### config.mk
export PLATFORM = sky130hd
export DESIGN_NAME = lmc_fifo
export DESIGN_NICKNAME = d
export VERILOG_FILES = /design/src/hw/rtl/lmc_fifo.sv
export SDC_FILE = /design/constraint.sdc
export NUM_CORES = 1
export LEC_CHECK = 0
export ABC_AREA = 1
export BUFFER_PORTS_ARGS = -buffer_cell sky130_fd_sc_hd__buf_2
export CAP_MARGIN = 20
export CELL_PAD_IN_SITES_DETAIL_PLACEMENT = 1
export CELL_PAD_IN_SITES_GLOBAL_PLACEMENT = 2
export CORE_AREA = 4 4 58 60
export DETAILED_ROUTE_END_ITERATION = 6
export DIE_AREA = 0 0 62 64
export GPL_TIMING_DRIVEN = 0
export PLACE_DENSITY_LB_ADDON = 0.2
export REMOVE_ABC_BUFFERS = 1
export SLEW_MARGIN = 20
export SYNTH_ARGS = -nofsm -noshare
export SYNTH_HDL_FRONTEND = slang
export SYNTH_SLANG_ARGS = --single-unit
### constraint.sdc
create_clock -name clock -period 2.02 [get_ports clock]
set_input_delay 0.202 -clock clock [delete_from_list [all_inputs] [get_ports clock]]
set_output_delay 0.202 -clock clock [all_outputs]
set_load 0.01 [all_outputs]
### src/hw/rtl/lmc_fifo.sv
// lmc_fifo: small first-in first-out queue with full and empty flags
// standalone; width and depth come from the instantiating module
`timescale 1ns / 1ps

module lmc_fifo #(
   parameter int WIDTH = 8,
   parameter int DEPTH = 2
) (
   input  logic             clock,
   input  logic             reset,
   input  logic             push,
   input  logic [WIDTH-1:0] push_data,
   output logic             full,
   input  logic             pop,
   output logic [WIDTH-1:0] pop_data,
   output logic             empty
);

   localparam int PW = (DEPTH > 1) ? $clog2(DEPTH) : 1;
   localparam int CW = $clog2(DEPTH + 1);
   localparam logic [PW-1:0] LAST_PTR = PW'(DEPTH - 1);
   localparam logic [CW-1:0] DEPTH_V  = CW'(DEPTH);

   logic [WIDTH-1:0] data_ff [DEPTH];
   logic [PW-1:0]    wr_ptr_ff, wr_ptr_in;
   logic [PW-1:0]    rd_ptr_ff, rd_ptr_in;
   logic [CW-1:0]    count_ff, count_in;
   logic             do_push, do_pop;

   assign full     = (count_ff == DEPTH_V);
   assign empty    = (count_ff == '0);
   assign do_push  = push & ~full;
   assign do_pop   = pop & ~empty;
   assign pop_data = data_ff[rd_ptr_ff];

   always_comb begin
      wr_ptr_in = wr_ptr_ff;
      rd_ptr_in = rd_ptr_ff;
      count_in  = count_ff;
      if (do_push) wr_ptr_in = (wr_ptr_ff == LAST_PTR) ? '0 : wr_ptr_ff + 1'b1;
      if (do_pop)  rd_ptr_in = (rd_ptr_ff == LAST_PTR) ? '0 : rd_ptr_ff + 1'b1;
      if (do_push && !do_pop) count_in = count_ff + 1'b1;
      if (do_pop && !do_push) count_in = count_ff - 1'b1;
   end

   always_ff @(posedge clock) begin
      if (reset) begin
         wr_ptr_ff <= '0;
         rd_ptr_ff <= '0;
         count_ff  <= '0;
      end else begin
         wr_ptr_ff <= wr_ptr_in;
         rd_ptr_ff <= rd_ptr_in;
         count_ff  <= count_in;
      end
   end

   always_ff @(posedge clock) begin
      if (do_push) data_ff[wr_ptr_ff] <= push_data;
   end

endmodule

After elaboration in Yosys (flattened, before gate mapping). Memories as Yosys holds them, arrays and structs flattened. A register that Yosys moved wholly into a read port is not among the register bits. Cells that the tools add are included.

Bits in registers: 4. RAM bits: 16. Input bits: 12. Output and inout bits: 10. Word-level logic and storage cells: 27. Memories: 1.

Memories: data_ff (words 2, bits a word 8, rd ports 1, clocked after Yosys merged registers in 1, wr ports 1, RTL line 24) `logic [WIDTH-1:0] data_ff [DEPTH];`.

Add/sub/neg operators: 4. Eq/ne operators: 1. Multiplexer cells: 8. Bitwise logic cells: 4. Reductions and logical operators: 6.

Operators with widths (number): $mux 1 (6); $mux 2 (2); $add 1x1->1 const B (2); $add 2x1->2 const B (1); $and 1x1->1 (2); $eq 2x2->1 const B (1); $logic_and 1x1->1 (2); $logic_not 1->1 (2); $logic_not 2->1 (1); $not 1->1 (2); $reduce_bool 2->1 (1); $sub 2x1->2 const B (1).

Logic depth before layout (Yosys ltp).
Word-level depth: 7. Depth in mapped cells: 10.

Least setup slack after synthesis. OpenSTA, ideal clock, no wires.

Path type: register -> register. From: reg count_ff[0]. To: mem data_ff[0][0], enable pin. Arrival: 1.050 ns. Required time: 1.650 ns. Setup slack: 0.599 ns. Cell stages (with the launch flop): 5. Period minus slack after synthesis: 1.421 ns. Cells stage by stage: dfxtp_1 nor2_2 nor2_2 inv_1 nor2_1.

Cells in the longest elaborated chain, start to end: 5.

RTL lines: from (decl) (RTL line 27) `logic [CW-1:0] count_ff, count_in;`; from (signal assigned) (RTL line 54) `count_ff <= count_in;`; $eq 2x2->1 (RTL line 30) `assign full = (count_ff == DEPTH_V);`; net full (RTL line 13) `output logic full,`; $not 1->1 (RTL line 32) `assign do_push = push & ~full;`; $and 1x1->1 (RTL line 32); $mux 1 (RTL line 59) `if (do_push) data_ff[wr_ptr_ff] <= push_data;`; $mux 1 (not written as such) (RTL line 59); to (decl) (RTL line 24).

The timed path passes the listed nets, and every way through them passes these cells.

Worst setup path in the final report.
From: reg count_ff[0]. To: mem data_ff[0][7], enable pin.

Cells in the longest elaborated chain, start to end: 5.

RTL lines (RTL line): $eq 2x2->1 (30); $not 1->1 (32); $and 1x1->1 (32); $mux 1 (59); $mux 1 (not written as such) (59).

Every way passes these cells.

==> results.md <==
- Number of synthesized register bits: 21
- Setup violations, final: 0
- Gpl congestion: 0.614
- Worst path required time: 1960 ps
- Synth area leader: edfxtp_1
- CP Data Arrival Time: between 1500 and 2000 ps
- N_diodes: 0
- Largest net degree at the start of global routing: 12
- Worst slew pin tran: between 700 and 800 ps
- Wire length on met1: 586 um
- Crit Path Max Fanout: 8
- Startpoint types: flip-flop
- Vias in the first global route: around 530
- Post-DR wirelength/cell: 11.9 um
- Final HPWL DP: 1.07 mm
- Max rail drop VDD: roughly 0.40 mV
- Vias per inst: 4.33
- Unrepaired setup endpoints after global routing: false
- CTS tree: done
- Register area: between 500 and 600 um2
- Clk buf depth: 2
- Post-CTS sizing: 0
- Most frequent cell on the critical path: nor2_2
- Wire length of the first global-routing pass: around 2.3 mm
- Root Driver: clkbuf_4
- Fin nets: 103
- Die Ht: 64 um
- PortBufs: 21
- Ratio of cells with drive above 1 in the final layout: between 40% and 50%
- CTS hold repair buffers: 0
- Drt drc: 0
- Multi-input gate area: 219 um2
- Initial Utilization: roughly 29%
- Dominant synthesized flop cell: edfxtp_1
- Area of the core: 2930 um2
- TritonCTS buffer count: 3
- Slowest cell on the critical path: nor2_1
- Distinct cells, synth: 14
- Highest Signal Layer: met4
- Met3 WL: 120 um
- Gr usage total: 8.45%
- Delay-heaviest family, CP: simple AND/OR/NAND/NOR gates
- Clock latency on the worst-skew pair: 300 ps
- Hold Vio Cnt, Final: 0
- Avg Inst Size Synth: about 13 um2
- # Max-Cap Violations: 0
- LEAKAGE: 0.420 nW
- Kind of critical path: reg -> reg
- Ports: 22
- Crit path buf inv count: 1
- Clock Sinks: 21
- Share of the synthesized area in the top cell type: 57.3%
- Initial antenna violation count: 0
- Std cell rows: 20
- 1st-pass router iterations: 2
- Reg clk slew, reported paths: 120 ps
- Fin Setup TNS: 0 ps
- Synth cell count leaders: edfxtp_1 (16), nor2_1 (9), inv_1 (8), mux2_2 (8), nand2_1 (8)
- F_max: ~600 MHz
- Via count: ~530
- Fillers: about 330
- Die boundary width: 62 um
- Relative slew margins: 51.8%
- # H-tree levels: 1
- CP max stage delay: 550 ps
- Post-synth EDFFs: 16
- Area growth syn-to-layout: 20.0%
- Synth top area cells: edfxtp_1 (57%), dfxtp_1 (12%), mux2_2 (11%)
- Die area: 3970 um2
- Worst path cell trace: nor2_2, nor2_2, inv_1, nor2_1
- 1st-iter DRT viols: 7
- Hold Path Class: in -> reg
- Overflow after GRT: 0
- Post-CTS setup buffers: 0
- Power Density: between 1000 and 1500 nW/um2
- Post-synthesis sequential area ratio: ~69%
- YS warnings: 0
- Routed wl met2: approximately 690 um
- Slew Limit Fails: 0
- Clock Skews: 6.67 ps
- Post-Synthesis Cells: 65
- Drt total wl: 1.45 mm
- Async set-reset flop share out of synthesis: 0%
- Crit path time final: 1670 ps
- ANT nets after route: 0
- Hold_ws: ~82 ps
- Final period utilization: slightly above 80%
- Status: finished, final reports clean
- Synth Cell Area: around 840 um2
- Most common cell in the synthesized netlist: edfxtp_1
- CP endpoint kind: flip-flop
[final timing paths]
kind / to / slack (ps) / startpoint / cells after the start
worst min register to register: flip-flop / 530 / rd_ptr_ff / 2
worst min-delay path: data_ff[0][0] / 80 / push_data[0] / 1
worst max-delay path: data_ff[0][7] / 350 / count_ff[0] / 4
worst max register to register: data_ff[0][7] / 350 / count_ff[0] / 4
[metal layers]
layer / track usage (%) / vias to the layer above
met5: 0 / -
met4: 6.37 / 0
met3: 2.42 / 4
met2: 13.2 / 15
met1: 9.25 / 240
li1: - / 269
[power breakdown]
group	switching, mW	internal (mW)
Clock	0.124	0.0769
Sequential	0.0458	0.529
Combinational	0.142	0.117
Total	0.312	0.723
[through the flow]
step	worst slack, ps	instances	instance area [um2]	util, %	total power [mW]
final	353	122	1010	34.4	1.04
after global routing	136	122	1010	34.4	1.11
after CTS	279	122	1010	34.4	1.05
after detailed placement	292	118	980	33.5	0.854
after global placement	283	118	980	33.5	0.849
after floorplan	599	64	833	-	0.756
[state kept, by name, indices dropped and copies added, names as in the netlist, named ones only]
name / cells
count_ff: 2
rd_ptr_ff: 1
wr_ptr_ff: 1
data_ff: 16
[cell type report]
class / count / area share (%)
Multi-Input combinational cell: 34 / 21.8
Timing Repair Buffer: 21 / 10.4
Clock buffer: 4 / 2.61
Sequential cell: 21 / 57.7
Tap cell: 33 / 4.10
Inverter: 9 / 3.36
[layout by cell type (no fill, tap or decap)]
cell / synthesis / layout
buf_2: 1 / 21
edfxtp_1: 16 / 16
nor2_1: 9 / 9
inv_1: 8 / 8
mux2_2: 8 / 8
nand2_1: 8 / 8
dfxtp_1: 5 / 5
nor2_2: 4 / 4
clkbuf_4: 0 / 3
nor2_4: 1 / 1
inv_2: 1 / 1
nand4_1: 1 / 1
o21ai_0: 1 / 1
a21oi_1: 1 / 1
ha_1: 1 / 1
clkbuf_1: 0 / 1
[worst register-to-register path, stage by stage, from the launching register on]
cell,delay [ps]
dfxtp_1,480
nor2_2,90
nor2_2,130
inv_1,70
nor2_1,550
[cell families (layout without fill, tap and decap cells)]
family / Yosys count / in the layout / share of synthesized area, %
AOI/OAI and AO/OA: 2 / 2 / 1.19
DFF: 21 / 21 / 69.3
buffers and inverters: 10 / 34 / 4.63
and+or+nand+nor: 23 / 23 / 12.7
adders and majority gates: 1 / 1 / 1.49
muxes: 8 / 8 / 10.7
No activity file was read; power rests on OpenSTA's default activity.
