<file path="src/hw/rtl/lmc_pkg.sv">
// lmc_pkg: shared widths, window geometry and job types for the local maximum counter
// no dependencies; used by every module of the block except lmc_fifo
`timescale 1ns / 1ps

package lmc_pkg;

   localparam int PIX_W         = 32;
   localparam int SIZE_W        = 7;
   localparam int CNT_W         = 13;
   localparam int MAX_SIZE_DEF  = 64;
   localparam int JOB_DEPTH_DEF = 2;
   localparam int RSP_DEPTH_DEF = 2;

   localparam int WIN_CELLS = 9;
   localparam int NUM_DIRS  = 8;
   localparam int NUM_CTRS  = 4;

   // neighbour offsets, row then column
   localparam int ROW_STEP [NUM_DIRS] = '{-1, -1, -1, 0, 0, 1, 1, 1};
   localparam int COL_STEP [NUM_DIRS] = '{-1, 0, 1, -1, 1, -1, 0, 1};

   // window positions of the elements that may be judged on one beat
   localparam int CTR_ROW [NUM_CTRS] = '{1, 1, 2, 2};
   localparam int CTR_COL [NUM_CTRS] = '{1, 2, 1, 2};

   // where the newest element sits in its matrix
   typedef struct packed {
      logic up1;       // row >= 1
      logic up2;       // row >= 2
      logic left1;     // col >= 1
      logic left2;     // col >= 2
      logic col_last;  // last column
      logic row_last;  // last row
   } pos_type;

   typedef struct packed {
      logic [WIN_CELLS-1:0][PIX_W-1:0] win;
      pos_type                          pos;
   } job_type;

   typedef logic [NUM_CTRS-1:0][NUM_DIRS-1:0] lt_type;

   // neighbours of a window centre that lie inside the matrix
   function automatic logic [NUM_DIRS-1:0] nbr_mask(input int ci, input pos_type pos);
      logic [NUM_DIRS-1:0] m;
      logic                ok;
      m = '0;
      for (int k = 0; k < NUM_DIRS; k++) begin
         ok = 1'b1;
         if (ROW_STEP[k] < 0) ok = ok & ((CTR_ROW[ci] == 1) ? pos.up2 : pos.up1);
         if (ROW_STEP[k] > 0) ok = ok & (CTR_ROW[ci] == 1);
         if (COL_STEP[k] < 0) ok = ok & ((CTR_COL[ci] == 1) ? pos.left2 : pos.left1);
         if (COL_STEP[k] > 0) ok = ok & (CTR_COL[ci] == 1);
         m[k] = ok;
      end
      return m;
   endfunction

   // whether a window centre is judged on this beat
   function automatic logic ctr_enable(input int ci, input pos_type pos);
      logic en;
      case (ci)
         0: begin
            en = pos.up1 & pos.left1;
         end
         1: begin
            en = pos.up1 & pos.col_last;
         end
         2: begin
            en = pos.row_last & pos.left1;
         end
         3: begin
            en = pos.row_last & pos.col_last;
         end
         default: begin
            en = 1'b0;
         end
      endcase
      return en;
   endfunction

endpackage

</file>
<file path="src/hw/rtl/lmc_back.sv">
// lmc_back: compares each window centre with its neighbours and keeps the matrix count
// depends on lmc_pkg; reads window jobs, writes counts to the result queue
`timescale 1ns / 1ps

module lmc_back (
   input  logic                        clock,
   input  logic                        reset,
   input  logic                        cfg_clear,
   input  logic                        job_empty,
   input  lmc_pkg::job_type            job_data,
   output logic                        job_pop,
   input  logic                        res_full,
   output logic                        res_push,
   output logic [lmc_pkg::CNT_W-1:0]   res_count
);

   import lmc_pkg::*;

   lt_type     lt_now;
   logic       b1_valid_ff, b1_valid_in;
   lt_type     b1_lt_ff;
   pos_type    b1_pos_ff;
   logic [CNT_W-1:0] total_ff, total_in;

   logic [NUM_CTRS-1:0] judged;
   logic [2:0]          add;
   logic [CNT_W-1:0]    total_sum;
   logic                b1_last, b1_adv;

   // centre strictly below a neighbour; only neighbours inside the window exist
   for (genvar ci = 0; ci < NUM_CTRS; ci++) begin : g_ctr
      for (genvar k = 0; k < NUM_DIRS; k++) begin : g_dir
         localparam int PR = CTR_ROW[ci] + ROW_STEP[k];
         localparam int PC = CTR_COL[ci] + COL_STEP[k];
         if (PR <= 2 && PC <= 2) begin : g_in
            assign lt_now[ci][k] = $signed(job_data.win[CTR_ROW[ci]*3 + CTR_COL[ci]])
                                 < $signed(job_data.win[PR*3 + PC]);
         end else begin : g_out
            assign lt_now[ci][k] = 1'b0;
         end
      end
   end

   assign b1_last  = b1_pos_ff.row_last & b1_pos_ff.col_last;
   assign b1_adv   = b1_valid_ff & (~b1_last | ~res_full);
   assign job_pop  = ~job_empty & (~b1_valid_ff | b1_adv);

   always_comb begin
      add = '0;
      for (int ci = 0; ci < NUM_CTRS; ci++) begin
         judged[ci] = ctr_enable(ci, b1_pos_ff)
                    & ~|(b1_lt_ff[ci] & nbr_mask(ci, b1_pos_ff));
         add = add + 3'(judged[ci]);
      end
   end

   assign total_sum = total_ff + CNT_W'(add);
   assign res_push  = b1_adv & b1_last;
   assign res_count = total_sum;

   always_comb begin
      b1_valid_in = b1_valid_ff;
      total_in    = total_ff;
      if (!b1_valid_ff || b1_adv) b1_valid_in = job_pop;
      if (b1_adv) total_in = b1_last ? '0 : total_sum;
      if (cfg_clear) total_in = '0;
   end

   always_ff @(posedge clock) begin
      if (reset) begin
         b1_valid_ff <= 1'b0;
         total_ff    <= '0;
      end else begin
         b1_valid_ff <= b1_valid_in;
         total_ff    <= total_in;
      end
   end

   always_ff @(posedge clock) begin
      if (job_pop) begin
         b1_lt_ff  <= lt_now;
         b1_pos_ff <= job_data.pos;
      end
   end

endmodule

</file>
<file path="config.mk">
export PLATFORM = sky130hd
export DESIGN_NAME = lmc_back
export DESIGN_NICKNAME = d
export VERILOG_FILES = /design/src/hw/rtl/lmc_pkg.sv /design/src/hw/rtl/lmc_back.sv
export SDC_FILE = /design/constraint.sdc
export NUM_CORES = 1
export LEC_CHECK = 0
export BUFFER_PORTS_ARGS = -buffer_cell sky130_fd_sc_hd__buf_4
export CORE_MARGIN = 3
export CORE_UTILIZATION = 50
export CTS_BUF_LIST = sky130_fd_sc_hd__clkbuf_4 sky130_fd_sc_hd__clkbuf_8 sky130_fd_sc_hd__clkbuf_16
export DETAILED_ROUTE_END_ITERATION = 8
export PLACE_DENSITY = 0.74
export REMOVE_ABC_BUFFERS = 1
export SYNTH_ARGS = -nofsm -noshare
export SYNTH_HDL_FRONTEND = slang
export SYNTH_SLANG_ARGS = --single-unit
export TNS_END_PERCENT = 1
</file>
<file path="constraint.sdc">
create_clock -name clock -period 4.5 [get_ports clock]
set_input_delay 1.125 -clock clock [delete_from_list [all_inputs] [get_ports clock]]
set_output_delay 1.125 -clock clock [all_outputs]
set_load 0.02 [all_outputs]
</file>
---- Word-level counts from Yosys, hierarchy flattened ----
Cells that the tools add are included.
word-level totals
  register bits after elaboration ......... 41
  bits in latches ......................... 0
  RAM bits ................................ 0
  ROM bits ................................ 0
  input port bits ......................... 299
  output and inout port bits .............. 15
  memories ................................ 0
operators by class
  add/sub/neg operators ................... 4
  multipliers ............................. 0
  div/mod/pow operators ................... 0
  magnitude comparators ................... 21
  equal/unequal tests ..................... 0
  shift operators ......................... 0
  muxes and demuxes ....................... 1
  bitwise logic cells ..................... 24
  reduce and logical (&&, ||, !) cells .... 11
operator list
  operator                                  number
  32-bit < comparator                       21
  8-bit OR reduction                        4
  1-bit AND                                 14
  13-bit by 3-bit adder with 13-bit output  1
  13-bit two-way mux                        1
  8-bit AND                                 1
  7-bit AND                                 1
  5-bit AND                                 1
  1-bit logical NOT                         5
  4-bit AND                                 1
  1-bit NOT                                 4
  2-bit by 1-bit adder with 3-bit output    1
  3-bit by 1-bit adder with 3-bit output    1
  1-bit by 1-bit adder with 2-bit output    1
  1-bit OR                                  2
  2-bit OR reduction                        1
  1-bit logical OR                          1

---- Longest topological paths before layout ----
  word-level depth ........................ 10
  depth in mapped cells ................... 13
  mapped depth without buffers ............ 13

---- Worst setup path after synthesis ----
No wires, ideal clock.
  path type ............................... reg-to-output
  start ................................... register b1_lt_ff[6] (netlist bit)
  end ..................................... output res_count[12] (netlist bit)
  data arrival time ....................... 2.925 ns
  data required time ...................... 3.375 ns
  setup slack ............................. 0.450 ns
  cell stages (with the launch flop) ...... 11
  path buffers ............................ 0
  cell sequence ........................... edfxtp_1 nor4_1 o211ai_1 fa_1 inv_1 fa_1 fa_1 nand2_1 nor2_1 and4_1 xor2_1
on the way
  cells in the longest elaborated chain, start to end .. 8
RTL lines
  element                                   line            source
  from (decl)                               lmc_back.sv:21  lt_type b1_lt_ff;
  from (signal assigned)                    lmc_back.sv:81  b1_lt_ff <= lt_now;
  8-bit AND                                 lmc_back.sv:52  & ~|(b1_lt_ff[ci] & nbr_mask(ci, b1_pos_ff));
  8-bit OR reduction                        lmc_back.sv:52
  1-bit logical NOT                         lmc_back.sv:52
  1-bit AND                                 lmc_back.sv:52
  1-bit by 1-bit adder with 2-bit output    lmc_back.sv:53  add = add + 3'(judged[ci]);
  2-bit by 1-bit adder with 3-bit output    lmc_back.sv:53
  3-bit by 1-bit adder with 3-bit output    lmc_back.sv:53
  13-bit by 3-bit adder with 13-bit output  lmc_back.sv:57  assign total_sum = total_ff + CNT_W'(add);
  to (decl)                                 lmc_back.sv:14  output logic [lmc_pkg::CNT_W-1:0] res_count
Every way passes these cells.

---- Worst setup path after layout ----
  start ................................... register b1_pos_ff[5] (netlist bit)
  end ..................................... output res_count[12] (netlist bit)
on the way
  cells in the longest elaborated chain, start to end .. 8
RTL lines
  element                                     line            source
  from (decl)                                 lmc_back.sv:22  pos_type b1_pos_ff;
  from (signal assigned)                      lmc_back.sv:82  b1_pos_ff <= job_data.pos;
  1-bit AND                                   lmc_pkg.sv:52   if (COL_STEP[k] < 0) ok = ok & ((CTR_COL[ci] == 1) ? pos.left2 : pos.left1);
  5-bit AND                                   lmc_back.sv:52
  8-bit OR reduction                          lmc_back.sv:52
  1-bit logical NOT                           lmc_back.sv:52
  1-bit AND                                   lmc_back.sv:52
  2-bit by 1-bit adder with 3-bit output      lmc_back.sv:53
  3-bit by 1-bit adder with 3-bit output *    lmc_back.sv:53
  13-bit by 3-bit adder with 13-bit output *  lmc_back.sv:57
Every way passes the cells marked *; elsewhere a longest branch is shown, timed or not.

==> impl_metrics.py <==
metrics = {
    "timing": {
        "layout_min_cycle_time_ns": 4.41,
        "clock.fmax_mhz": 227,
        "tns_ns": 0,
        "finalHoldViolations": 0,
        "rsz0062_at_grt": "true",
        "slew_headroom_pct": 51.3,
        "worst_slew_pin_slew_ns": 0.724,
        "period_share_pct": 98.0,
        "setup_slack_ns": 0.0899,
        "setup-violations-final": 0,
        "fin_skew_ns": 0.00527,
        "hold_ws_ns": 0.519,
        "finalMaxSlewViolations": 0,
    },
    "critical_path": {
        "setup.worst_path.start": "b1_pos_ff[5]$_DFFE_PP_",
        "cp_data_required_time_ns": 3.38,
        "cp_top_family": "adder cells",
        "crit_chain": "nand2_1 > nor4_2 > o211ai_1 > fa_1 > inv_1 > fa_2 > fa_2 > nand2_2 > nor2_2 > and4_1 > xor2_1 > buf_4",
        "worst-setup-path-type": "register to output pin",
        "end_kind": "output pin",
        "cp_slowest_stage_delay_ns": 0.55,
        "reg2reg_from": "b1_pos_ff[5]$_DFFE_PP_",
        "setup.worst_path.start_class": "register",
        "cp_max_fo": 5,
        "worstPathArrival_ns": 3.29,
        "cp_common_cell": "fa_2",
        "slowest_stage": "fa_1",
        "r2r_slack_ns": 1.35,
        "crit_buf_inv": 2,
    },
    "synth": {
        "yosysTopAreaCellShare_pct": 45.7,
        "synth_ff_type": "edfxtp_1",
        "ys_ff_latch": 41,
        "yosysUniqueCellTypes": 55,
        "ys_async_sr_fraction_pct": 0,
        "syn_inst": 1600,
        "synth.most_common_cell": "ha_1",
        "synth_common_cells": "ha_1, inv_1, a21oi_1",
        "synth_area_leaders": "ha_1, inv_1, edfxtp_1, a21oi_1, a21o_1",
        "netlist_area_um2": 12900,
        "ys_warn_count": 0,
        "synth_top_cell_by_area": "ha_1",
        "synth_edf_count": 27,
        "yosysSeqAreaShare_pct": 8.45,
        "syn_area_per_cell_um2": 8.07,
    },
    "placement": {
        "placement.setup.worst_slack_ns": 0.224,
        "place_area_um2": 15700,
        "port_buffers": 313,
        "place.gp.congestion": 0.973,
        "dp_hpwl_mm": 38.9,
    },
    "route": {
        "drt_iter0_drc": 992,
        "wire_per_inst_um": 19.3,
        "postRouteAntennaNets": 0,
        "firstDrtPassIters": 7,
        "drc": 0,
        "via_per_inst": 5.89,
        "drt-total-wl_mm": 43.5,
        "vias": 13300,
    },
    "job": {
        "max-cap-violations": 0,
    },
    "clock_network": {
        "cts.htree.levels": 2,
        "clk_pin_slew_ns": 0.06,
        "cts_buffers": 5,
        "clock_sinks": 41,
        "clk_latency_ns": 0.28,
        "cts_buffer_depth": 2,
        "cts-hold-fix-buffers": 0,
        "root_buffer": "clkbuf_16",
        "tritoncts": "done",
    },
    "floorplan": {
        "pin_count": 314,
        "die_w_um": 167,
        "die_y_um": 167,
        "die_area_um2": 27800,
        "start_util_pct": 51.1,
        "core_um2": 25300,
        "rows": 58,
    },
    "power": {
        "max-vdd-ir-drop_mv": 0.163,
        "power.density_nw_per_um2": 133,
        "p_leak_nw": 8.98,
    },
    "grt": {
        "grt_usage_pct": 29.7,
        "grt_first_pass_wirelength_mm": 67.3,
        "antenna_found_initial": 3,
        "grt_max_degree": 28,
        "grt-ovfl-total": 0,
        "grt_pass1_vias": 13100,
    },
    "final_layout": {
        "syn2layout_area_growth_pct": 23.2,
        "design_area_um2": 15900,
        "nets": 2701,
        "nFillCells": 2298,
        "drive_gt1_share_pct": 18.3,
        "diodes": 0,
    },
    "status": {
        "status": "complete, no violations",
    },
    "hold_path": {
        "min_path_type": "register to register",
        "min-delay-start": "b1_valid_ff$_SDFFE_PP0N_",
    },
}
==> final timing paths <==
check / endpoint / depth (start not counted)
max: res_count[12] / 12
min: b1_valid_ff$_SDFFE_PP0N_ / 2
max reg2reg: total_ff[12]$_SDFFE_PP0P_ / 13
min reg2reg: b1_valid_ff$_SDFFE_PP0N_ / 2
==> cell type report <==
cell class / count / area [um2] / area share, %
Clock buffer: 5 / 125 / 0.786
Clock inverter: 3 / 21.3 / 0.134
Inverter: 271 / 1020 / 6.39
Multi-Input combinational cell: 1285 / 10800 / 68.0
Sequential cell: 41 / 1090 / 6.86
Tap cell: 330 / 413 / 2.60
Timing Repair Buffer: 323 / 2420 / 15.2
==> report_power, final <==
part / internal (mW) / switching [mW] / total, mW / leakage [nW]
combinational: 0.603 / 0.728 / 1.33 / 8.53
clock: 0.206 / 0.140 / 0.346 / 0.0702
sequential: 0.436 / 0.00961 / 0.446 / 0.379
==> state kept, by name, summed over array words and instances (netlist names) <==
signal	cells
b1_pos_ff	6
b1_lt_ff	21
b1_valid_ff	1
total_ff	13
==> what timing repair did <==
item	in CTS	in global routing
setup buffers	0	4
endpoints found under the setup margin	2	3
gates resized for setup	2	4
pin swaps	0	8
==> through the flow <==
step | std cells | util (%) | total power [mW]
2_1_floorplan | 1597 | - | 1.20
3_3_place_gp | 2246 | 62.2 | 1.70
3_5_place_dp | 2246 | 62.2 | 1.75
4_1_cts | 2254 | 62.8 | 2.11
5_1_grt | 2258 | 63.0 | 2.32
6_report | 2258 | 63.0 | 2.12
==> cells by family after synthesis <==
family | synth area share [%]
fa+ha+maj | 46.2
xor+xnor | 0.814
mux | 0.388
compound gates | 20.3
buf+inv | 7.97
simple gates | 15.9
flops | 8.45
==> layer usage <==
| layer | vias to the layer above | global-route usage (%) | wire length (um) |
|---|---|---|---|
| li1 | 6604 | - | - |
| met1 | 6066 | 38.8 | 18600 |
| met2 | 533 | 50.7 | 19900 |
| met3 | 90 | 3.51 | 3160 |
| met4 | 6 | 10.5 | 1830 |
| met5 | - | 0 | 54 |
==> cell usage in the layout (no fill, tap or decap), drive strengths merged, types with 6 or more instances in the layout <==
cell type	netlist	final
ha	472	472
buf	0	323
inv	271	272
a21oi	160	160
nand2	86	86
nand4	82	82
a21o	73	73
o21ai	67	67
nor2	52	52
nand3	45	45
edfxtp	27	27
nand2b	26	26
a221oi	22	22
nor3	22	22
dfxtp	14	14
nor2b	14	14
a31oi	14	14
and4	13	13
a22oi	11	11
nor4	11	11
a41oi	10	10
o31ai	9	9
a221o	9	9
xnor2	7	7
and3	6	6
and2	6	6
==> worst reg2reg max path, cell delays in order, from the launching register on <==
cell	delay, ns
edfxtp_1	0.42
nand2_1	0.09
nor4_2	0.30
o211ai_1	0.16
fa_1	0.55
inv_1	0.05
fa_2	0.36
fa_2	0.42
nand2_2	0.09
nor2_2	0.04
and4_1	0.18
xor2_1	0.15
a22oi_1	0.15
nor2_1	0.06
(Power assumes the default switching activity.)
